### src/spba_pkg.sv
package spba_pkg;

    // Field widths of the ports.
    localparam int COORD_W = 18;
    localparam int ANGLE_W = 18;
    localparam int PT_W    = 24;
    localparam int PHI_W   = 16;
    localparam int K_W     = 20;
    localparam int LIM_W   = 16;
    localparam int CFG_IDX_W = 1;

    // Inner point source codes.
    localparam logic [1:0] SRC_HIT3 = 2'd0;
    localparam logic [1:0] SRC_HIT2 = 2'd1;
    localparam logic [1:0] SRC_NONE = 2'd2;

    // Vector angle unit.
    localparam int CRD_IN_W     = 26;
    localparam int CRD_W        = 60;
    localparam int CRD_Z_W      = 28;
    localparam int CRD_STEPS    = 23;
    localparam int CRD_NORM_MSB = 56;
    localparam int CRD_LAT      = CRD_STEPS + 4;
    localparam logic signed [CRD_Z_W-1:0] HALF_TURN = 28'sd16777216;

    // Square root unit.
    localparam int ISQ_IN_W  = 50;
    localparam int ISQ_OUT_W = 25;
    localparam int ISQ_REM_W = 28;
    localparam int ISQ_LAT   = ISQ_OUT_W + 1;

    // Quotient bits of the arcsine argument.
    localparam int DIV_STEPS = LIM_W;

    typedef logic signed [CRD_IN_W-1:0] t_crd_in;
    typedef logic signed [PHI_W-1:0]    t_angle16;

    // Configuration register indexes.
    typedef enum logic [CFG_IDX_W-1:0] {
        CFG_CURV  = 1'b0,
        CFG_LIMIT = 1'b1
    } t_cfg_idx;

    // Arctangent of 2^-i in units of pi/2^24.
    function automatic logic signed [CRD_Z_W-1:0] f_atan(input logic [4:0] idx);
        logic signed [CRD_Z_W-1:0] r;
        case (idx)
            5'd0:    r = 28'sd4194304;
            5'd1:    r = 28'sd2476042;
            5'd2:    r = 28'sd1308273;
            5'd3:    r = 28'sd664100;
            5'd4:    r = 28'sd333338;
            5'd5:    r = 28'sd166832;
            5'd6:    r = 28'sd83436;
            5'd7:    r = 28'sd41721;
            5'd8:    r = 28'sd20861;
            5'd9:    r = 28'sd10430;
            5'd10:   r = 28'sd5215;
            5'd11:   r = 28'sd2608;
            5'd12:   r = 28'sd1304;
            5'd13:   r = 28'sd652;
            5'd14:   r = 28'sd326;
            5'd15:   r = 28'sd163;
            5'd16:   r = 28'sd81;
            5'd17:   r = 28'sd41;
            5'd18:   r = 28'sd20;
            5'd19:   r = 28'sd10;
            5'd20:   r = 28'sd5;
            5'd21:   r = 28'sd3;
            5'd22:   r = 28'sd1;
            default: r = '0;
        endcase
        return r;
    endfunction

    // Position of the leading one; zero for a zero word.
    function automatic logic [5:0] f_msb(input logic [CRD_IN_W:0] v);
        logic [5:0] r;
        r = '0;
        for (int i = 0; i <= CRD_IN_W; i++) begin
            if (v[i]) begin
                r = 6'(i);
            end
        end
        return r;
    endfunction

    // Clamp to the signed angle output range.
    function automatic logic signed [ANGLE_W-1:0] f_sat_angle(input logic signed [19:0] v);
        logic signed [19:0] hi;
        logic signed [19:0] lo;
        logic signed [ANGLE_W-1:0] r;
        hi = 20'((1 << (ANGLE_W - 1)) - 1);
        lo = -hi - 20'sd1;
        if (v > hi) begin
            r = ANGLE_W'(hi);
        end else if (v < lo) begin
            r = ANGLE_W'(lo);
        end else begin
            r = ANGLE_W'(v);
        end
        return r;
    endfunction

endpackage

### src/spba_isqrt.sv
module spba_isqrt (
    input  logic                           i_clk,
    input  logic                           i_en,
    input  logic [spba_pkg::ISQ_IN_W-1:0]  i_value,
    output logic [spba_pkg::ISQ_OUT_W-1:0] o_root
);
    import spba_pkg::*;

    typedef struct packed {
        logic [ISQ_REM_W-1:0] rem;
        logic [ISQ_OUT_W-1:0] root;
        logic [ISQ_IN_W-1:0]  v;
    } t_isq;

    t_isq r_st [ISQ_OUT_W+1];
    t_isq n_st [ISQ_OUT_W+1];

    // One root bit per stage: bring down two radicand bits, try root*4+1.
    always_comb begin
        logic [ISQ_REM_W-1:0] rem2;
        logic [ISQ_REM_W-1:0] trial;
        logic                 ge;
        n_st[0] = '{rem: '0, root: '0, v: i_value};
        for (int k = 0; k < ISQ_OUT_W; k++) begin
            rem2  = {r_st[k].rem[ISQ_REM_W-3:0], r_st[k].v[ISQ_IN_W-1 -: 2]};
            trial = {1'b0, r_st[k].root, 2'b01};
            ge    = (rem2 >= trial);
            n_st[k+1].rem  = ge ? (rem2 - trial) : rem2;
            n_st[k+1].root = {r_st[k].root[ISQ_OUT_W-2:0], ge};
            n_st[k+1].v    = {r_st[k].v[ISQ_IN_W-3:0], 2'b00};
        end
    end

    always_ff @(posedge i_clk) begin
        if (i_en) begin
            for (int k = 0; k <= ISQ_OUT_W; k++) begin
                r_st[k] <= n_st[k];
            end
        end
    end

    assign o_root = r_st[ISQ_OUT_W].root;

endmodule

### config.mk
export PLATFORM = sky130hd
export DESIGN_NAME = spba_isqrt
export DESIGN_NICKNAME = d
export VERILOG_FILES = /design/src/spba_pkg.sv /design/src/spba_isqrt.sv
export SDC_FILE = /design/constraint.sdc
export NUM_CORES = 2
export LEC_CHECK = 0
export BUFFER_PORTS_ARGS = -buffer_cell sky130_fd_sc_hd__buf_2
export CAP_MARGIN = 0
export CORE_MARGIN = 1
export CORE_UTILIZATION = 55
export DETAILED_ROUTE_END_ITERATION = 8
export PLACE_DENSITY = 0.86
export RECOVER_POWER = 25
export SYNTH_ARGS = -nofsm -noshare
export SYNTH_HDL_FRONTEND = slang
export SYNTH_SLANG_ARGS = --single-unit
### constraint.sdc
create_clock -name i_clk -period 3.2 [get_ports i_clk]
set_input_delay 0.16 -clock i_clk [delete_from_list [all_inputs] [get_ports i_clk]]
set_output_delay 0.16 -clock i_clk [all_outputs]
set_load 0.01 [all_outputs]
# [Word level (Yosys, flattened, before mapping)]
# Memories as Yosys holds them, arrays and structs flattened.
# Cells that the tools add are included.
[totals] ff_bits=0 ramBits=2678 output_inout_bits=25 mem_count=1
[memory_table] name="r_st" words=26 word_bits=103 rd=26 rd_clocked_by_memory_dff=0 wr=26 line="spba_isqrt.sv:15" source="t_isq r_st [ISQ_OUT_W+1];"
[classes] addsub=25 n_lt_le_gt_ge=25 n_mux=27
[ops] cell=">= comparator 28 x 27 -> 1 bit" count=25
[ops] cell="2-to-1 mux 28 bit" count=25
[ops] cell="subtractor 28 x 27 -> 28 bit" count=25
[ops] cell="2-to-1 mux 1 bit" count=2

# [Depth between registers and ports, before layout]
# An unclocked memory read counts as a cell.
[depth] ltp_word=3 mapped_depth=14 depth_no_buf=12

# [Worst setup path before layout]
# Ideal clock, no wire load.
[synth_path] path_type="register to register" start="memory r_st[1][503] (netlist bit)" end="memory r_st[1][612] (netlist bit) (data pin)" arrival_ps=2968 required_ps=2928 path_slack_ps=-40 path_stages_with_launch=12 synth_period_minus_slack_ps=3240 cell_sequence="edfxtp_1 > ha_1 > a21o_1 > a221o_1 > a21o_1 > a2111oi_0 > nand3_1 > nor2_1 > buf_2 > nor2_1 > a32o_1 > or4b_1"
[synth_rtl] item="start, declared" line="spba_isqrt.sv:15"

==> summary.md <==
| Metric | Value |
|---|---|
| DRT Pass-1 Iters | `6` |
| Final WL | `137000 um` |
| Vias | `43516` |
| First-pass GRT wire length | `218000 um` |
| Fraction of layout cells with a size suffix above 1 | `10.9%` |
| Post-DP Area | `75500 um^2` |
| Die Width | `363 um` |
| Fmax | `0.314 GHz` |
| Hold Slack | `0.0676 ns` |
| R2R setup slack | `0.02 ns` |
| CTS Buf Count | `160` |
| N_diodes | `0` |
| Dpl hpwl | `94500 um` |
| Initial antenna violation count | `0` |
| Pre-CTS setup slack | `0.00367 ns` |
| Pwr/cell area | `677 nW/um^2` |
| Area of the mapped netlist | `71800 um^2` |
| Max_slew headroom | `42.7%` |
| Core area | `129000 um^2` |
| P&R area growth vs syn | `14.0%` |
| Remaining antenna violation count | `0` |
| Synth area leader | `edfxtp_1` |
| Setup crit end kind | `register` |
| Vias in the first global route | `42453` |
| Root Driver | `clkbuf_16` |
| Final setup viols | `0` |
| Count of buffer and inverter cells on the critical path | `2` |
| Post-route DRC | `0` |
| Largest delay share family, worst path | `simple AND/OR/NAND/NOR gates` |
| Clock buffer depth | `3` |
| Data arrival time of the worst path | `3.72 ns` |
| Clock slew at reported path FFs | `0.06 ns` |
| Reg2reg path depth | `11` |
| Yosys warns | `0` |
| Max IR drop VDD | `0.620 mV` |
| Distinct cells, synth | `84` |
| Fraction of registers with async set/reset | `0%` |
| Io pins | `77` |
| Critical path depth in cells | `11` |
| Count leader, synth | `edfxtp_1` |
| Startpoint Class | `register` |
| CTS sink cnt | `1564` |
| Critical Path RT | `3.73 ns` |
| RSZ-0062 raised after global routing | `yes` |
| CTS tree | `built` |
| Largest incremental delay on the critical path | `0.48 ns` |
| End point of the critical path | `r_st[1][613]` |
| Worst-margin pin slew | `0.859 ns` |
| CP cell instances | `ha_4 > and4_1 > nand2_1 > or3_4 > a311oi_2 > buf_4 > nor2_2 > buf_4 > or4_4 > a41oi_2 > xor2_1` |
| Final Wtd Congestion | `0.927` |
| Most frequent CP cell | `buf_4` |
| Die height | `363 um` |
| Core Util, Final | `63.2%` |
| Synth cell count leaders | `1564 x edfxtp_1, 428 x inv_1, 394 x nand2_1` |
| Worst hold path class | `input pin to register` |
| Post-Syn Nets | `5859` |
| Largest net degree at the start of global routing | `111` |
| Synth top area cells | `edfxtp_1 65%, ha_1 6.1%, xnor2_1 3.1%` |
| Final std cells w/o fill | `7685` |
| Max reg flops | `1564` |
| GRT overflow | `0` |
| Layout Nets | `6217` |
| Area share of the largest cell type after synthesis | `65.4%` |
| Largest registers | `r_st: 1564 flops` |
| Origin of the critical flop-to-flop path | `r_st[1][490]` |
| Clk_skew | `0.0400 ns` |
| CP max-delay cell | `or4_4` |
| Total track usage | `20.7%` |
| EDFF count, synth | `1564` |
| Max-cap violations | `0` |
| WL/cell | `17.9 um` |
| Post-route cell area | `81900 um^2` |
| DRT iter0 DRCs | `3798` |
| Final period util | `99.5%` |
| Clk_lat worst skew | `0.81 ns` |
| Tmin final | `3.18 ns` |
| Die area | `132000 um^2` |
| Buffers added on ports | `76` |
| Synthesized flop and latch total | `1564` |
| Mapped Cells | `5455` |
| Setup CP Type | `register to register` |
| Status | `finished, final reports clean` |
| CP max FO | `5` |
| R2r endpoint | `r_st[1][613]` |
| Top reg by flops | `r_st` |
| CP Launch Point | `r_st[1][490]` |
| Row Count | `132` |
| Starting density of the core | `55.4%` |
| Post-Syn Area per Cell | `13.2 um^2` |
| Vias per std cell | `5.66` |
| Register area share after synthesis | `65.4%` |
| Max-slew violation count | `0` |
| Final Hold Vio Count | `0` |
| # placed instances | `7325` |
| Post-route setup slack | `0.0160 ns` |
| H-tree depth | `4` |
| Primary FF master, synth | `edfxtp_1` |
| Leak | `31.5 nW` |
==> report_power, final <==
part           internal (mW)  switching [mW]  total [mW]
Combinational           4.48            5.52        10.0
Sequential              25.6            1.53        27.1
Clock                   10.6            7.75        18.3
Total                   40.6            14.8        55.4
==> layout make-up <==
type	instances	area [um^2]
clock buffers	196	4200
clock inverters	96	1040
fillers	9373	47600
inverters	436	1640
multi-input cells	3328	23100
flip-flops and latches	1564	47000
well taps	1742	2180
repair buffers	323	2750
==> stage by stage <==
stage / total power, mW / setup TNS, ns
5_1_grt: 57.9 / -1.48
2_1_floorplan: 33.8 / 0
6_report: 55.4 / 0
4_1_cts: 55.6 / 0
3_5_place_dp: 37.0 / 0
3_3_place_gp: 36.7 / -0.0129
==> routing by layer <==
metal	global-route usage [%]	part of all wire [%]
met5	0	0
met2	34.8	49
met3	3.32	5.5
met1	27.0	42
met4	8.00	3.3
==> worst min path at each step <==
stage | depth (start not counted) | endpoint | startpoint
6_report | 2 | r_st[0][47] | i_value[47]
5_1_grt | 2 | r_st[0][6] | i_value[6]
4_1_cts | 2 | r_st[0][6] | i_value[6]
3_5_place_dp | 1 | r_st[0][13] | i_value[13]
3_3_place_gp | 1 | r_st[0][15] | i_value[15]
2_1_floorplan | 0 | r_st[0][0] | i_value[0]
==> placed cells by master (no fill, tap or decap), types with 14 or more instances in the layout <==
| master | count |
|---|---|
| a211oi_1 | 29 |
| bufinv_16 | 14 |
| buf_2 | 68 |
| and3_1 | 35 |
| o21ai_1 | 80 |
| nand3_1 | 90 |
| nand2b_1 | 73 |
| nand4_1 | 45 |
| clkinv_2 | 23 |
| clkbuf_1 | 40 |
| or2_2 | 25 |
| o21bai_1 | 23 |
| mux2_2 | 34 |
| o21ai_0 | 229 |
| o21a_1 | 55 |
| and2_1 | 20 |
| or3_1 | 49 |
| o31ai_1 | 27 |
| buf_4 | 157 |
| dlygate4sd3_1 | 59 |
| a21oi_1 | 298 |
| ha_1 | 340 |
| buf_12 | 29 |
| a21o_1 | 128 |
| nor4_1 | 47 |
| nor2_1 | 299 |
| or4_1 | 31 |
| xor2_1 | 230 |
| nand2_1 | 394 |
| nor3_1 | 122 |
| xnor2_1 | 251 |
| edfxtp_1 | 1564 |
| o211ai_1 | 18 |
| clkbuf_16 | 163 |
| nand3b_1 | 18 |
| nor2b_1 | 51 |
| inv_1 | 428 |
| a31oi_1 | 27 |
| clkinv_1 | 30 |
==> cell families after synthesis <==
| group | after synthesis | synth area share, % |
|---|---|---|
| adder cells (fa/ha/maj) | 352 | 6.14 |
| buffers and inverters | 563 | 3.09 |
| AND/OR/NAND/NOR | 1383 | 9.59 |
| XOR/XNOR | 481 | 5.87 |
| flip-flops | 1564 | 65.4 |
| other | 1 | 0.00522 |
| multiplexers | 52 | 0.805 |
| AO/OA/AOI/OAI | 1059 | 9.08 |
==> repair_timing <==
item | 4_1_cts | 5_1_grt
hold buffers | 59 | 0
pin swaps | 0 | 13
endpoints found under the setup margin | 3 | 146
gates resized for setup | 3 | 82
hold endpoints to repair | 127 | 0
buffers inserted | 0 | 9
Note: power is estimated with default switching activity, not from simulation.
